===== config.mk =====
export PLATFORM = sky130hd
export DESIGN_NAME = point_pursuit_intercept_flat
export DESIGN_NICKNAME = d
export VERILOG_FILES = /design/src/ppi_pkg.sv /design/src/ppi_if.sv /design/src/ppi_div.sv /design/src/point_pursuit_intercept.sv /design/src/flat_wrapper.sv
export SDC_FILE = /design/constraint.sdc
export NUM_CORES = 2
export LEC_CHECK = 0
export BUFFER_PORTS_ARGS = -buffer_cell sky130_fd_sc_hd__buf_2
export CORE_MARGIN = 5
export CORE_UTILIZATION = 45
export DETAILED_ROUTE_END_ITERATION = 10
export HOLD_SLACK_MARGIN = 0.05
export PLACE_DENSITY_LB_ADDON = 0.25
export SYNTH_ARGS = -nofsm -noshare
export SYNTH_HDL_FRONTEND = slang
export SYNTH_SLANG_ARGS = --single-unit

===== constraint.sdc =====
create_clock -name clk -period 13.2 [get_ports clk]
set_clock_uncertainty 0.2 [all_clocks]
set_input_delay 0 -clock clk [delete_from_list [all_inputs] [get_ports clk]]
set_output_delay 0 -clock clk [all_outputs]
set_load 0.05 [all_outputs]

===== src/ppi_pkg.sv =====
`timescale 1ns / 1ps
`default_nettype none
package ppi_pkg;
  localparam int COORD_FRAC_BITS = 16;
  localparam logic [30:0] DIST_RESET = 31'(((3 << COORD_FRAC_BITS) + 5) / 10);

  typedef enum logic [1:0] {
    ACT_LAUNCH = 2'd0,
    ACT_TICK   = 2'd1,
    ACT_STOP   = 2'd2,
    ACT_NONE   = 2'd3
  } action_t;

  typedef enum logic [1:0] {
    ST_NONE    = 2'd0,
    ST_FLYING  = 2'd1,
    ST_SUCCESS = 2'd2,
    ST_FAILURE = 2'd3
  } status_t;

  typedef enum logic [2:0] {
    REG_STEP_LENGTH = 3'd0,
    REG_HIT_RADIUS  = 3'd1,
    REG_LAUNCH_X    = 3'd2,
    REG_LAUNCH_Y    = 3'd3,
    REG_LAUNCH_Z    = 3'd4
  } reg_index_t;

  localparam int NUM_W  = 64;
  localparam int DEN_W  = 33;
  localparam int QUO_W  = 32;
  localparam int DIV_CW = $clog2(NUM_W);
endpackage
`default_nettype wire


===== src/ppi_if.sv =====
`timescale 1ns / 1ps
`default_nettype none
interface ppi_cmd_if;
  logic               valid;
  logic               ready;
  logic [1:0]         action;
  logic signed [31:0] target_x;
  logic signed [31:0] target_y;
  logic signed [31:0] target_z;
  logic               target_detonated;
  logic [15:0]        target_id;
  modport source (output valid, action, target_x, target_y, target_z, target_detonated,
                  target_id, input ready);
  modport sink (input valid, action, target_x, target_y, target_z, target_detonated,
                target_id, output ready);
endinterface

interface ppi_res_if;
  logic               valid;
  logic               ready;
  logic [1:0]         pursuer_status;
  logic signed [31:0] pursuer_x;
  logic signed [31:0] pursuer_y;
  logic signed [31:0] pursuer_z;
  logic               intercept_report;
  logic [15:0]        reported_target;
  modport source (output valid, pursuer_status, pursuer_x, pursuer_y, pursuer_z,
                  intercept_report, reported_target, input ready);
  modport sink (input valid, pursuer_status, pursuer_x, pursuer_y, pursuer_z,
                intercept_report, reported_target, output ready);
endinterface

interface ppi_cfg_if;
  logic        valid;
  logic        ready;
  logic [2:0]  index;
  logic [31:0] data;
  modport source (output valid, index, data, input ready);
  modport sink (input valid, index, data, output ready);
endinterface
`default_nettype wire


===== src/ppi_div.sv =====
`timescale 1ns / 1ps
`default_nettype none
module ppi_div (
  input  wire logic                      clk,
  input  wire logic                      rst,
  input  wire logic                      start,
  input  wire logic [ppi_pkg::NUM_W-1:0] num,
  input  wire logic [ppi_pkg::DEN_W-1:0] den,
  output logic                           done,
  output logic [ppi_pkg::QUO_W-1:0]      quo
);
  logic                           busy;
  logic [ppi_pkg::DIV_CW-1:0]     cnt;
  logic [ppi_pkg::NUM_W-1:0]      nsh;
  logic [ppi_pkg::DEN_W-1:0]      dv;
  logic [ppi_pkg::DEN_W-1:0]      rem;
  logic [ppi_pkg::DEN_W:0]        rem_sh;
  logic                           fit;

  assign rem_sh = {rem, nsh[ppi_pkg::NUM_W-1]};
  assign fit    = rem_sh >= {1'b0, dv};

  always_ff @(posedge clk) begin
    if (rst) begin
      busy <= 1'b0;
      done <= 1'b0;
    end else begin
      done <= 1'b0;
      if (start) begin
        busy <= 1'b1;
        cnt  <= '0;
        nsh  <= num;
        dv   <= den;
        rem  <= '0;
        quo  <= '0;
      end else if (busy) begin
        nsh <= {nsh[ppi_pkg::NUM_W-2:0], 1'b0};
        rem <= fit ? ppi_pkg::DEN_W'(rem_sh - {1'b0, dv}) : rem_sh[ppi_pkg::DEN_W-1:0];
        quo <= {quo[ppi_pkg::QUO_W-2:0], fit};
        cnt <= cnt + 1'b1;
        if (cnt == ppi_pkg::DIV_CW'(ppi_pkg::NUM_W - 1)) begin
          busy <= 1'b0;
          done <= 1'b1;
        end
      end
    end
  end
endmodule
`default_nettype wire


===== src/point_pursuit_intercept.sv =====
`timescale 1ns / 1ps
`default_nettype none
// channel | dir | payload
// cfg     | in  | index, data (register write)
// cmd     | in  | action, target_x/y/z, target_detonated, target_id
// res     | out | pursuer_status, pursuer_x/y/z, intercept_report, reported_target
// Launch loads the launch position and returns no result; stop and detonated
// ticks go straight to emit. A moving tick runs bit-serial squaring of each
// axis difference, a square root and a decision, then, if it moves, a serial
// multiply and divide per axis. rst clears control, position and configuration.
// A held result keeps the block in its emit state and holds off the next request.
module point_pursuit_intercept (
  input wire logic clk,
  input wire logic rst,
  ppi_cfg_if.sink  cfg,
  ppi_cmd_if.sink  cmd,
  ppi_res_if.source res
);
  typedef enum logic [3:0] {
    S_IDLE, S_DIFF, S_SQ, S_SQACC, S_ROOT, S_DECIDE, S_MUL, S_DIVST, S_DIVW, S_EMIT
  } state_t;

  state_t state;
  logic [30:0]        step_length;
  logic [30:0]        hit_radius;
  logic [31:0]        launch [0:2];
  logic [31:0]        pos [0:2];
  logic               flying;
  logic [31:0]        tgt [0:2];
  logic [15:0]        tid;
  logic [32:0]        mag [0:2];
  logic               neg [0:2];
  logic [1:0]         axis;
  logic [5:0]         cnt;
  logic [32:0]        mr;
  logic [30:0]        mv;
  logic [30:0]        move;
  logic [65:0]        prod;
  logic [65:0]        sum;
  logic [65:0]        rad;
  logic [35:0]        rem;
  logic [32:0]        root;
  logic [1:0]         status;
  logic               report;
  logic               ovalid;
  logic               div_start;
  logic               div_done;
  logic [31:0]        quo;
  logic [63:0]        num;
  logic [35:0]        rem_sh;
  logic [35:0]        trial;
  logic [65:0]        sum_add;
  logic [32:0]        cur_mag;

  assign cfg.ready = 1'b1;
  assign cmd.ready = state == S_IDLE;
  assign res.valid = ovalid;

  always_ff @(posedge clk) begin
    if (rst) begin
      step_length <= ppi_pkg::DIST_RESET;
      hit_radius  <= ppi_pkg::DIST_RESET;
      launch[0]   <= '0;
      launch[1]   <= '0;
      launch[2]   <= '0;
    end else if (cfg.valid) begin
      case (cfg.index)
        ppi_pkg::REG_STEP_LENGTH: step_length <= cfg.data[30:0];
        ppi_pkg::REG_HIT_RADIUS:  hit_radius  <= cfg.data[30:0];
        ppi_pkg::REG_LAUNCH_X:    launch[0]   <= cfg.data;
        ppi_pkg::REG_LAUNCH_Y:    launch[1]   <= cfg.data;
        ppi_pkg::REG_LAUNCH_Z:    launch[2]   <= cfg.data;
        default: ;
      endcase
    end
  end

  assign cur_mag = mag[axis];
  assign rem_sh  = {rem[33:0], rad[65:64]};
  assign trial   = {1'b0, root[32:0], 2'b01};
  assign sum_add = sum + prod;
  assign num     = prod[63:0] + {31'd0, root[32:1]};

  always_ff @(posedge clk) begin
    if (rst) begin
      state     <= S_IDLE;
      flying    <= 1'b0;
      ovalid    <= 1'b0;
      div_start <= 1'b0;
      pos[0]    <= '0;
      pos[1]    <= '0;
      pos[2]    <= '0;
    end else begin
      div_start <= 1'b0;
      if (ovalid && res.ready && state != S_EMIT) ovalid <= 1'b0;
      case (state)
        S_IDLE: begin
          if (cmd.valid) begin
            tgt[0] <= cmd.target_x;
            tgt[1] <= cmd.target_y;
            tgt[2] <= cmd.target_z;
            tid    <= cmd.target_id;
            report <= 1'b0;
            case (cmd.action)
              ppi_pkg::ACT_LAUNCH: begin
                pos[0] <= launch[0];
                pos[1] <= launch[1];
                pos[2] <= launch[2];
                flying <= 1'b1;
              end
              ppi_pkg::ACT_STOP: begin
                if (flying) begin
                  flying <= 1'b0;
                  status <= ppi_pkg::ST_FAILURE;
                  state  <= S_EMIT;
                end
              end
              ppi_pkg::ACT_TICK: begin
                if (flying) begin
                  if (cmd.target_detonated) begin
                    flying <= 1'b0;
                    status <= ppi_pkg::ST_FAILURE;
                    state  <= S_EMIT;
                  end else begin
                    state <= S_DIFF;
                  end
                end
              end
              default: ;
            endcase
          end
        end
        S_DIFF: begin
          for (int i = 0; i < 3; i++) begin
            logic [32:0] d;
            d = {tgt[i][31], tgt[i]} - {pos[i][31], pos[i]};
            neg[i] <= d[32];
            mag[i] <= d[32] ? 33'(-d) : d;
            if (i == 0) mr <= d[32] ? 33'(-d) : d;
          end
          sum   <= '0;
          prod  <= '0;
          axis  <= '0;
          cnt   <= '0;
          state <= S_SQ;
        end
        S_SQ: begin
          prod <= {prod[64:0], 1'b0} + (mr[32] ? {33'd0, cur_mag} : 66'd0);
          mr   <= {mr[31:0], 1'b0};
          cnt  <= cnt + 1'b1;
          if (cnt == 6'd32) state <= S_SQACC;
        end
        S_SQACC: begin
          sum  <= sum_add;
          prod <= '0;
          cnt  <= '0;
          if (axis == 2'd2) begin
            rad   <= sum_add;
            rem   <= '0;
            root  <= '0;
            state <= S_ROOT;
          end else begin
            mr    <= mag[axis + 2'd1];
            axis  <= axis + 2'd1;
            state <= S_SQ;
          end
        end
        S_ROOT: begin
          rad <= {rad[63:0], 2'b00};
          if (rem_sh >= trial) begin
            rem  <= rem_sh - trial;
            root <= {root[31:0], 1'b1};
          end else begin
            rem  <= rem_sh;
            root <= {root[31:0], 1'b0};
          end
          cnt <= cnt + 1'b1;
          if (cnt == 6'd32) state <= S_DECIDE;
        end
        S_DECIDE: begin
          axis <= '0;
          cnt  <= '0;
          prod <= '0;
          if (root < {2'b00, hit_radius}) begin
            flying <= 1'b0;
            status <= ppi_pkg::ST_SUCCESS;
            report <= 1'b1;
            state  <= S_EMIT;
          end else if (root == '0) begin
            status <= ppi_pkg::ST_FLYING;
            state  <= S_EMIT;
          end else begin
            move  <= ({2'b00, step_length} < root) ? step_length : root[30:0];
            mv    <= ({2'b00, step_length} < root) ? step_length : root[30:0];
            state <= S_MUL;
          end
        end
        S_MUL: begin
          prod <= {prod[64:0], 1'b0} + (mv[30] ? {33'd0, cur_mag} : 66'd0);
          mv   <= {mv[29:0], 1'b0};
          cnt  <= cnt + 1'b1;
          if (cnt == 6'd30) state <= S_DIVST;
        end
        S_DIVST: begin
          div_start <= 1'b1;
          state     <= S_DIVW;
        end
        S_DIVW: begin
          if (div_done) begin
            pos[axis] <= neg[axis] ? pos[axis] - quo : pos[axis] + quo;
            prod      <= '0;
            cnt       <= '0;
            mv        <= move;
            if (axis == 2'd2) begin
              status <= ppi_pkg::ST_FLYING;
              state  <= S_EMIT;
            end else begin
              axis  <= axis + 2'd1;
              state <= S_MUL;
            end
          end
        end
        S_EMIT: begin
          if (!ovalid || res.ready) begin
            ovalid               <= 1'b1;
            res.pursuer_status   <= status;
            res.pursuer_x        <= pos[0];
            res.pursuer_y        <= pos[1];
            res.pursuer_z        <= pos[2];
            res.intercept_report <= report;
            res.reported_target  <= report ? tid : 16'd0;
            state                <= S_IDLE;
          end
        end
        default: state <= S_IDLE;
      endcase
    end
  end

  ppi_div u_div (
    .clk   (clk),
    .rst   (rst),
    .start (div_start),
    .num   (num),
    .den   (root),
    .done  (div_done),
    .quo   (quo)
  );
endmodule
`default_nettype wire

===== src/flat_wrapper.sv =====
// flat-port wrapper written by rule: the top's interface ports become plain ports
module point_pursuit_intercept_flat 
  (clk, rst, cfg_valid, cfg_index, cfg_data, cfg_ready, cmd_valid, cmd_action, cmd_target_x, cmd_target_y, cmd_target_z, cmd_target_detonated, cmd_target_id, cmd_ready, res_valid, res_pursuer_status, res_pursuer_x, res_pursuer_y, res_pursuer_z, res_intercept_report, res_reported_target, res_ready);
  ppi_cfg_if cfg_i ();
  ppi_cmd_if cmd_i ();
  ppi_res_if res_i ();
  input wire logic clk;
  input wire logic rst;
  input wire logic [$bits(cfg_i.valid)-1:0] cfg_valid;
  input wire logic [$bits(cfg_i.index)-1:0] cfg_index;
  input wire logic [$bits(cfg_i.data)-1:0] cfg_data;
  output wire logic [$bits(cfg_i.ready)-1:0] cfg_ready;
  input wire logic [$bits(cmd_i.valid)-1:0] cmd_valid;
  input wire logic [$bits(cmd_i.action)-1:0] cmd_action;
  input wire logic [$bits(cmd_i.target_x)-1:0] cmd_target_x;
  input wire logic [$bits(cmd_i.target_y)-1:0] cmd_target_y;
  input wire logic [$bits(cmd_i.target_z)-1:0] cmd_target_z;
  input wire logic [$bits(cmd_i.target_detonated)-1:0] cmd_target_detonated;
  input wire logic [$bits(cmd_i.target_id)-1:0] cmd_target_id;
  output wire logic [$bits(cmd_i.ready)-1:0] cmd_ready;
  output wire logic [$bits(res_i.valid)-1:0] res_valid;
  output wire logic [$bits(res_i.pursuer_status)-1:0] res_pursuer_status;
  output wire logic [$bits(res_i.pursuer_x)-1:0] res_pursuer_x;
  output wire logic [$bits(res_i.pursuer_y)-1:0] res_pursuer_y;
  output wire logic [$bits(res_i.pursuer_z)-1:0] res_pursuer_z;
  output wire logic [$bits(res_i.intercept_report)-1:0] res_intercept_report;
  output wire logic [$bits(res_i.reported_target)-1:0] res_reported_target;
  input wire logic [$bits(res_i.ready)-1:0] res_ready;
  assign cfg_i.valid = cfg_valid;
  assign cfg_i.index = cfg_index;
  assign cfg_i.data = cfg_data;
  assign cfg_ready = cfg_i.ready;
  assign cmd_i.valid = cmd_valid;
  assign cmd_i.action = cmd_action;
  assign cmd_i.target_x = cmd_target_x;
  assign cmd_i.target_y = cmd_target_y;
  assign cmd_i.target_z = cmd_target_z;
  assign cmd_i.target_detonated = cmd_target_detonated;
  assign cmd_i.target_id = cmd_target_id;
  assign cmd_ready = cmd_i.ready;
  assign res_valid = res_i.valid;
  assign res_pursuer_status = res_i.pursuer_status;
  assign res_pursuer_x = res_i.pursuer_x;
  assign res_pursuer_y = res_i.pursuer_y;
  assign res_pursuer_z = res_i.pursuer_z;
  assign res_intercept_report = res_i.intercept_report;
  assign res_reported_target = res_i.reported_target;
  assign res_i.ready = res_ready;
  point_pursuit_intercept u_core (.clk(clk), .rst(rst), .cfg(cfg_i), .cmd(cmd_i), .res(res_i));
endmodule

==> results_dict.tcl <==
set metrics [dict create \
    status "complete, no violations" \
    netlist_instances 6492 \
    cts_resized 0 \
    grt_antenna_before_repair 26 \
    crit_type "register to register" \
    end_kind "register" \
    dr.pass1.iters 8 \
    syn_nets 7051 \
    dieArea_sq_um 160000 \
    die_w_um 400 \
    dieHeight_um 400 \
    p_int_mw 8.61 \
    core_region_area_sq_um 152000 \
    synth_seq_cells 1165 \
    path_delay_family "compound AO/OA/AOI/OAI gates" \
    worst-path-max-fanout 34 \
    cts_setup_buffers 0 \
    tightestPinTransition_ps 1220 \
    cts_buffer_depth 3 \
    port_buffers 271 \
    holdCritPathClass "primary input to register" \
    synth.top_cell.area_share_pct 47.9 \
    dr.first_iter.drc_count 4949 \
    cp_cell_sequence "nand2_1 -> nor3_2 -> buf_4 -> mux2i_2 -> buf_4 -> nor2_1 -> ha_1 -> inv_1 -> fa_1 -> nor2b_1 -> o21bai_1 -> a21boi_0 -> o21ba_2 -> a21oi_1 -> o41ai_1 -> buf_4 -> a21oi_1 -> o31a_1 -> or4_1 -> a21oi_1" \
    yosysTopAreaCell "edfxtp_1" \
    clkTransAtPathRegs_ps 60 \
    placedCellCount 8584 \
    ant_nets 0 \
    power_frac_seq_pct 36.2 \
    syn-cell-area_sq_um 68500 \
    async_flop_share_pct 0 \
    cts_tree "built" \
    ios 273 \
    crit_buf_inv 4 \
    swShare_pct 37.2 \
    power_frac_comb_pct 35.6 \
    root_buffer "clkbuf_16" \
    min-delay-start "cfg_data[8]" \
    drt_wl_total_um 224000 \
    period_minus_slack_ps 6240 \
    ir_drop_v 0.000199 \
    cp_slowest_cell "dfxtp_1" \
    clkPwrFrac_pct 28.2 \
    fillCellCount 13500 \
    relSlewSlack_pct 17.6 \
    final_util_pct 52.6 \
    min_period_over_period_pct 47.3 \
    start_util_pct 45.2 \
    rows 143 \
    grt_start_max_net_pins 97 \
    required_ps 13620 \
    hold_viol_final 0 \
    cts_hold_buf 323 \
    r2r_start "u_core.state[1]" \
    synth_edf_count 1092 \
    syn_to_final_growth_pct 16.6 \
    route.detailed.drc 0 \
    rsz0062_at_grt "no" \
    grt-ovfl-total 0 \
    yosysWarningCount 0 \
    clk_latency_ps 790 \
    start_kind "register" \
    cts.sinks 1165 \
    syn_area_per_cell_sq_um 10.6 \
    power_density_nw_per_um2 172 \
    dp_hpwl_um 161000 \
    synth.distinct_cells 100 \
    setup_tns_ps 0 \
    vias 54600 \
    leakagePower_nw 30.5 \
    crit_start "u_core.state[1]" \
    report.power.total_mw 13.7 \
    yosys-top-cells-area "edfxtp_1 (48%), ha_1 (7.2%), a21oi_1 (3.7%)" \
    fmax_mhz 160 \
    grt_pass1_wl_um 329000 \
    ys.flop_type "edfxtp_1" \
    cts_buffers 137 \
    fin_cells 9165 \
    nets 7575 \
    drive_gt1_share_pct 10.2 \
    seq_area_frac_synth_pct 50.0 \
    place_congestion 0.964 \
    slew_violations 0 \
    via_per_inst 5.96 \
    holdWs_ps 122 \
    avgRoutedWirePerCell_um 24.4 \
    grt_pass1_vias 52000 \
    setup_viol 0 \
    grt_util_all_layers_pct 27.2 \
    cpPeakStageDelay_ps 750 \
    crit_arrival_ps 6660 \
    switching_power_mw 5.09 \
    cap_viol_max_count 0 \
    htreeDepth 4 \
]
[flip-flops by register name, indices dropped and copies added (netlist names), 31 cells and up, named ones only]
signal                cells
u_core.rem               34
u_core.u_div.dv          33
u_core.pos              128
u_core.res.pursuer_z     32
u_core.rad               66
u_core.u_div.quo         32
u_core.mag               99
u_core.sum               66
u_core.root              33
u_core.hit_radius        31
u_core.move              31
u_core.u_div.nsh         64
u_core.launch            96
u_core.u_div.rem         33
u_core.tgt               96
u_core.res.pursuer_x     32
u_core.mv                31
u_core.step_length       31
u_core.prod              66
u_core.mr                33
u_core.res.pursuer_y     32
[worst register-to-register path, delay by kind of cell, from the launching register on]
family                   cells  cell delay (ps)
adder cells (fa/ha/maj)      2              540
flip-flops                   1              750
AO/OA/AOI/OAI                8             2000
AND/OR/NAND/NOR              5             1520
multiplexers                 1              120
buffers and inverters        4              970
[final timing paths]
path / endpoint / slack [ps] / cells past startpoint
max: u_core.prod[65] / 6960 / 20
min: u_core.launch[0][72] / 120 / 3
max reg2reg: u_core.prod[65] / 6960 / 20
min reg2reg: u_core.hit_radius[1] / 260 / 2
[per-stage QoR]
stage	setup slack [ps]	area (sq um)
floorplan	4330	68500
global placement	7200	72100
detailed placement	7110	72100
CTS	7060	79800
global route	6570	79900
finish	6960	79900
[cells by family (layout without fill, tap and decap cells)]
kind of cell               Yosys count  after routing  share of synthesized area [%]
AOI/OAI and AO/OA                 1740           1740                           16.6
xor gates and xnor gates           409            409                           5.23
adders and majority gates          404            404                           7.47
buffers and inverters              617           1253                           3.40
DFF                               1165           1165                           50.0
muxes                              222            222                           3.93
other                                1              8                        0.00547
and+or+nand+nor                   1934           1934                           13.4
[per-layer routing]
| layer | share of wire (%) | vias to the layer above | GRT usage, % |
|---|---|---|---|
| met5 | 0.039 | - | 0 |
| met4 | 5.3 | 12 | 13.1 |
| met3 | 7.9 | 426 | 4.83 |
| met2 | 44 | 2185 | 42.0 |
| met1 | 43 | 26800 | 37.1 |
| li1 | - | 25200 | - |
[synth_stat cells (17+ instances only)]
| master | count |
|---|---|
| edfxtp_1 | 1092 |
| nor2_1 | 581 |
| nand2_1 | 575 |
| a21oi_1 | 508 |
| ha_1 | 396 |
| inv_1 | 335 |
| o21ai_0 | 325 |
| xnor2_1 | 239 |
| clkbuf_1 | 237 |
| a21o_1 | 218 |
| xor2_1 | 170 |
| mux2i_1 | 133 |
| nand3_1 | 127 |
| a22o_1 | 108 |
| nor3_1 | 108 |
| o211ai_1 | 84 |
| and2_1 | 83 |
| nor2b_1 | 79 |
| dfxtp_1 | 73 |
| nand4_1 | 73 |
| o21a_1 | 70 |
| a211oi_1 | 59 |
| mux2_2 | 57 |
| a31oi_1 | 56 |
| and3_1 | 53 |
| o21bai_1 | 53 |
| o31ai_1 | 50 |
| or3_1 | 44 |
| nand2b_1 | 41 |
| buf_1 | 37 |
| nor4_1 | 37 |
| mux4_2 | 32 |
| or4_1 | 32 |
| and4_1 | 20 |
| a311oi_1 | 18 |
| or2_2 | 17 |
[power by group through the flow]
stage,sequential [mW],combinational (mW),clock [mW]
2_1_floorplan,4.83,3.42,0
3_3_place_gp,5.01,4.64,0
3_5_place_dp,5.01,4.69,0
4_1_cts,4.94,4.81,3.92
5_1_grt,4.97,5.31,4.07
6_report,4.96,4.88,3.87
[cells in the final DEF, fill, tap and decap left out, drive strengths merged, types with 109 or more instances in the layout]
cell and instances:
nor2 581, nand3 127, edfxtp 1092, ha 396, a21o 218, xor2 170, dlygate4sd3 323, nor3 109
mux2i 133, nand2 575, clkbuf 170, o21ai 331, a21oi 509, xnor2 239, inv 340, buf 341
[layout make-up]
| class | instances | area (sq um) | area share, % |
|---|---|---|---|
| sequential | 1165 | 34300 | 42.9 |
| multi-input combinational | 4710 | 32100 | 40.2 |
| timing repair buffer | 664 | 5120 | 6.41 |
| clock buffer | 170 | 3660 | 4.58 |
| tap | 2030 | 2540 | 3.18 |
| inverter | 338 | 1270 | 1.59 |
| clock inverter | 81 | 880 | 1.10 |
| antenna | 7 | 17.5 | 0.0219 |
No activity file was read; power rests on OpenSTA's default activity.
